`src/nncs_pkg.sv`:
```
// Shared types and constants of the nearest-neighbour crop scaler.
`default_nettype none
package nncs_pkg;

	// configuration register indexes
	typedef enum logic [2:0] {
		CFG_IMAGE_WIDTH  = 3'd0,
		CFG_IMAGE_HEIGHT = 3'd1,
		CFG_CROP_LEFT    = 3'd2,
		CFG_CROP_TOP     = 3'd3,
		CFG_CROP_WIDTH   = 3'd4,
		CFG_CROP_HEIGHT  = 3'd5,
		CFG_OUT_WIDTH    = 3'd6,
		CFG_OUT_HEIGHT   = 3'd7
	} cfg_idx_t;

	localparam int CFG_IDX_W  = 3;
	localparam int CFG_DATA_W = 13;
	localparam int DIM_W      = 9;   // source image and crop sizes
	localparam int OFS_W      = 8;   // crop offsets
	localparam int OUT_W      = 13;  // output frame sizes
	localparam int CNT_POS_W  = 12;  // output column and row counters
	localparam int COORD_W    = 10;  // mapped source coordinate
	localparam int PIX_W      = 24;

	localparam logic [OUT_W-1:0] OUT_LIMIT = 13'd4096;

	// divider: numerator 2*pos*span + n, denominator 2*n, quotient below 2**QUO_W
	localparam int PROD_W = CNT_POS_W + DIM_W;
	localparam int NUM_W  = PROD_W + 2;
	localparam int DEN_W  = OUT_W + 1;
	localparam int QUO_W  = 10;
	localparam int STEP_W = 4;

	typedef struct packed {
		logic             start;
		logic [NUM_W-1:0] numer;
		logic [DEN_W-1:0] denom;
	} div_req_t;

endpackage
`default_nettype wire

```
`src/nncs_coord_div.sv`:
```
// Restoring divider, one quotient bit per cycle, for coordinate mapping.
`default_nettype none
module nncs_coord_div (
	input  wire logic                       clk,
	input  wire logic                       arst_n,
	input  wire nncs_pkg::div_req_t         req,
	output logic                            busy,
	output logic      [nncs_pkg::QUO_W-1:0] quotient
);

	localparam int DW = nncs_pkg::DEN_W;
	localparam int QW = nncs_pkg::QUO_W;
	localparam int NW = nncs_pkg::NUM_W;

	logic [DW-1:0]               rem_q;
	logic [DW-1:0]               den_q;
	logic [QW-1:0]               sh_q;   // numerator bits out, quotient bits in
	logic [nncs_pkg::STEP_W-1:0] step_q;
	logic                        busy_q;
	logic [DW:0]                 trial;
	logic [DW:0]                 diff;
	logic                        fits;

	assign trial = {rem_q, sh_q[QW-1]};
	assign diff  = trial - {1'b0, den_q};
	assign fits  = (trial >= {1'b0, den_q});

	always_ff @(posedge clk or negedge arst_n) begin
		if (!arst_n) begin
			busy_q <= 1'b0;
			step_q <= '0;
		end else if (req.start) begin
			busy_q <= 1'b1;
			step_q <= nncs_pkg::STEP_W'(QW);
		end else if (busy_q) begin
			step_q <= step_q - 1'b1;
			if (step_q == nncs_pkg::STEP_W'(1)) begin
				busy_q <= 1'b0;
			end
		end
	end

	// the quotient is known to fit QW bits, so the top bits seed the remainder
	always_ff @(posedge clk) begin
		if (req.start) begin
			rem_q <= DW'(req.numer[NW-1:QW]);
			sh_q  <= req.numer[QW-1:0];
			den_q <= req.denom;
		end else if (busy_q) begin
			rem_q <= fits ? diff[DW-1:0] : trial[DW-1:0];
			sh_q  <= {sh_q[QW-2:0], fits};
		end
	end

	assign busy     = busy_q;
	assign quotient = sh_q;

endmodule
`default_nettype wire

```
`config.mk`:
```
export PLATFORM = sky130hd
export DESIGN_NAME = nncs_coord_div
export DESIGN_NICKNAME = d
export VERILOG_FILES = /design/src/nncs_pkg.sv /design/src/nncs_coord_div.sv
export SDC_FILE = /design/constraint.sdc
export NUM_CORES = 1
export LEC_CHECK = 0
export BUFFER_PORTS_ARGS = -buffer_cell sky130_fd_sc_hd__buf_2
export CORE_ASPECT_RATIO = 0.7
export CORE_MARGIN = 2
export CORE_UTILIZATION = 45
export CTS_CLUSTER_DIAMETER = 80
export DETAILED_ROUTE_END_ITERATION = 10
export PLACE_DENSITY_LB_ADDON = 0.3
export REMOVE_ABC_BUFFERS = 1
export SLEW_MARGIN = 20
export SYNTH_ARGS = -nofsm -noshare
export SYNTH_HDL_FRONTEND = slang
export SYNTH_SLANG_ARGS = --single-unit
```
`constraint.sdc`:
```
create_clock -name clk -period 4.7 [get_ports clk]
set_input_delay 0.705 -clock clk [delete_from_list [all_inputs] [get_ports clk]]
set_output_delay 0.705 -clock clk [all_outputs]
set_load 0.01 [all_outputs]
```
==> impl_metrics.ini <==
[drt]
drt_iter0_drc = 83
post_drt_wl_per_cell_um = 13.8
num_vias = 1855
viasPerCell = 5.27
firstDrtPassIters = 4
postRouteAntennaNets = 0
drt_wl_total_um = 4870
drc = 0

[timing]
fmax_mhz = 347
layout_setup_ws_ns = 1.82
layout_min_cycle_time_ns = 2.88
finalHoldViolCount = 0
setup_violations = 0
slew_violations = 0
fin_crit_sh = 0.614
skew_ns = 0.00385
relSlewSlack = 0.309
rsz0062_at_grt = no
tightest_slew_ns = 1.03
fin_hold_ws_ns = 0.204
tns_ns = 0

[power_and_ir_drop]
finalPower_mw = 1.77
power_density_nw_per_um2 = 586
power.leakage_nw = 1.33
ir_worst_vdd_v = 0.000245

[clocking]
clockRootBuffer = clkbuf_8
hold_buffers = 0
clk_latency_ns = 0.30
path_clk_slew_ns = 0.08
cts.path.max_buffers = 2
cts_resized = 0
cts_htree_levels = 2
cts_buffers = 5
post-cts-setup-buffers = 0
clock_sinks = 43
tritoncts = done

[placed_design]
place.gp.congestion = 0.855
dp_cells = 344
placed_area_um2 = 2880
hpwl_um = 3570
portBuffers = 50
pre_cts_slack_ns = 1.83

[logic_synthesis]
seq_area_frac_synth = 0.486
syn_area_um2 = 2590
synth_cells = 224
synthFlopType = edfxtp_1
yosysWarnings = 0
synth_cell_type_count = 48
async_flop_share = 0.116
ys_ff_latch = 43
synth-edff-count = 37
synth_area_per_cell_um2 = 11.5

[setup_path]
end_kind = register
r2r-start = rem_q[8]
arrival_ns = 2.90
crit_path_start = rem_q[8]
cp_max_fo = 14
critPathRequiredTime_ns = 4.72
crit_type = reg -> reg
start_kind = register

[grt]
track_usage = 0.172
grt_first_pass_wirelength_um = 8280
grt_overflow_total = 0
grt_pass1_vias = 1830
antenna_found_initial = 0
grt_max_degree = 56

[worst_hold_path]
hold_path_class = in -> async

[floorplan]
initial_core_util = 0.459
die-area_um2 = 6380
die_w_um = 94.6
num_rows = 23
fp.dieH_um = 67.4
num_io_pins = 51
core_um2 = 5640

[cells_and_area]
design_area_um2 = 3020
seqCellArea_um2 = 1260
diodes = 0
final_common_cell = buf_2
finish.utilization = 0.535
drive_above_1_share = 0.285
multiInputGateArea_um2 = 1200
stdcell_count = 352
num-fill-cells = 534
finalNetCount = 334
layout_common_cells = buf_2 (50), edfxtp_1 (37), nand2_1 (23)
syn2layout_area_growth_pct = 16.8

[run_status]
status = completed

[run]
cap_violations = 0
cell usage after synthesis (all sizes together), types with 2 or more instances:
| cell type | number | area [um2] |
|---|---|---|
| or3 | 3 | 18.8 |
| ha | 17 | 213 |
| xor2 | 3 | 26.3 |
| nand2b | 4 | 25.0 |
| a31oi | 5 | 31.3 |
| nor4 | 3 | 18.8 |
| and2b | 2 | 16.3 |
| nand2 | 23 | 86.3 |
| inv | 21 | 78.8 |
| mux2 | 9 | 101 |
| buf | 5 | 50.0 |
| mux2i | 6 | 60.1 |
| edfxtp | 37 | 1110 |
| nor2 | 5 | 18.8 |
| a21o | 5 | 37.5 |
| and2 | 2 | 13.8 |
| and3 | 2 | 12.5 |
| xnor2 | 11 | 96.3 |
| nand3 | 8 | 45.0 |
| o21ai | 16 | 80.1 |
| o21bai | 2 | 26.3 |
| o311ai | 4 | 42.6 |
| a41oi | 3 | 52.6 |
| dfrtp | 5 | 125 |
| a21oi | 10 | 61.3 |
layout make-up:
class | count | area share
Clock buffer | 5 | 0.0228
Clock inverter | 3 | 0.0224
Inverter | 21 | 0.0261
Multi-Input combinational cell | 154 | 0.396
Sequential cell | 43 | 0.416
Tap cell | 75 | 0.0311
Timing Repair Buffer | 51 | 0.0853
cells by family after synthesis:
logic type / after synthesis / share of synthesized area
fa+ha+maj: 18 / 0.0900
simple gates: 55 / 0.106
flops: 43 / 0.486
buf+inv: 27 / 0.0513
mux: 15 / 0.0624
xor+xnor: 14 / 0.0474
compound gates: 52 / 0.157
registers in the layout (all words and copies together) (netlist names):
| name | flops |
|---|---|
| quotient | 10 |
| step_q | 4 |
| busy | 1 |
| den_q | 14 |
| rem_q | 14 |
metal layers:
layer / vias to the layer above / part of all wire / track usage
met5: - / 0 / 0
met4: 0 / 0.014 / 0.0652
met3: 7 / 0.061 / 0.0379
met2: 55 / 0.43 / 0.273
met1: 872 / 0.50 / 0.232
li1: 921 / - / -
final timing paths:
| path | to | slack, ns | cells after the start |
|---|---|---|---|
| worst min register to register | step_q[3] | 0.54 | 2 |
| min in group clk | step_q[3] | 0.54 | 2 |
| worst max register to register | rem_q[1] | 1.82 | 8 |
| max in group asynchronous | step_q[3] | 4.36 | 1 |
| worst max-delay path | rem_q[1] | 1.82 | 8 |
| worst min-delay path | step_q[0] | 0.20 | 1 |
critical path, cell delays in order, from the launching register on:
cell and delay (ns):
edfxtp_1 0.42, ha_1 0.37, and2_2 0.26, nand3_1 0.09, nor4_1 0.05, nor4_1 0.57, a21o_1 0.54, or3_1 0.18
o311ai_0 0.12
where the power goes:
group	switching (mW)	total [mW]	internal, mW
Sequential	0.0561	0.587	0.531
Combinational	0.469	0.839	0.370
Clock	0.132	0.344	0.212
Total	0.657	1.77	1.11
No activity file was read; power rests on OpenSTA's default activity.
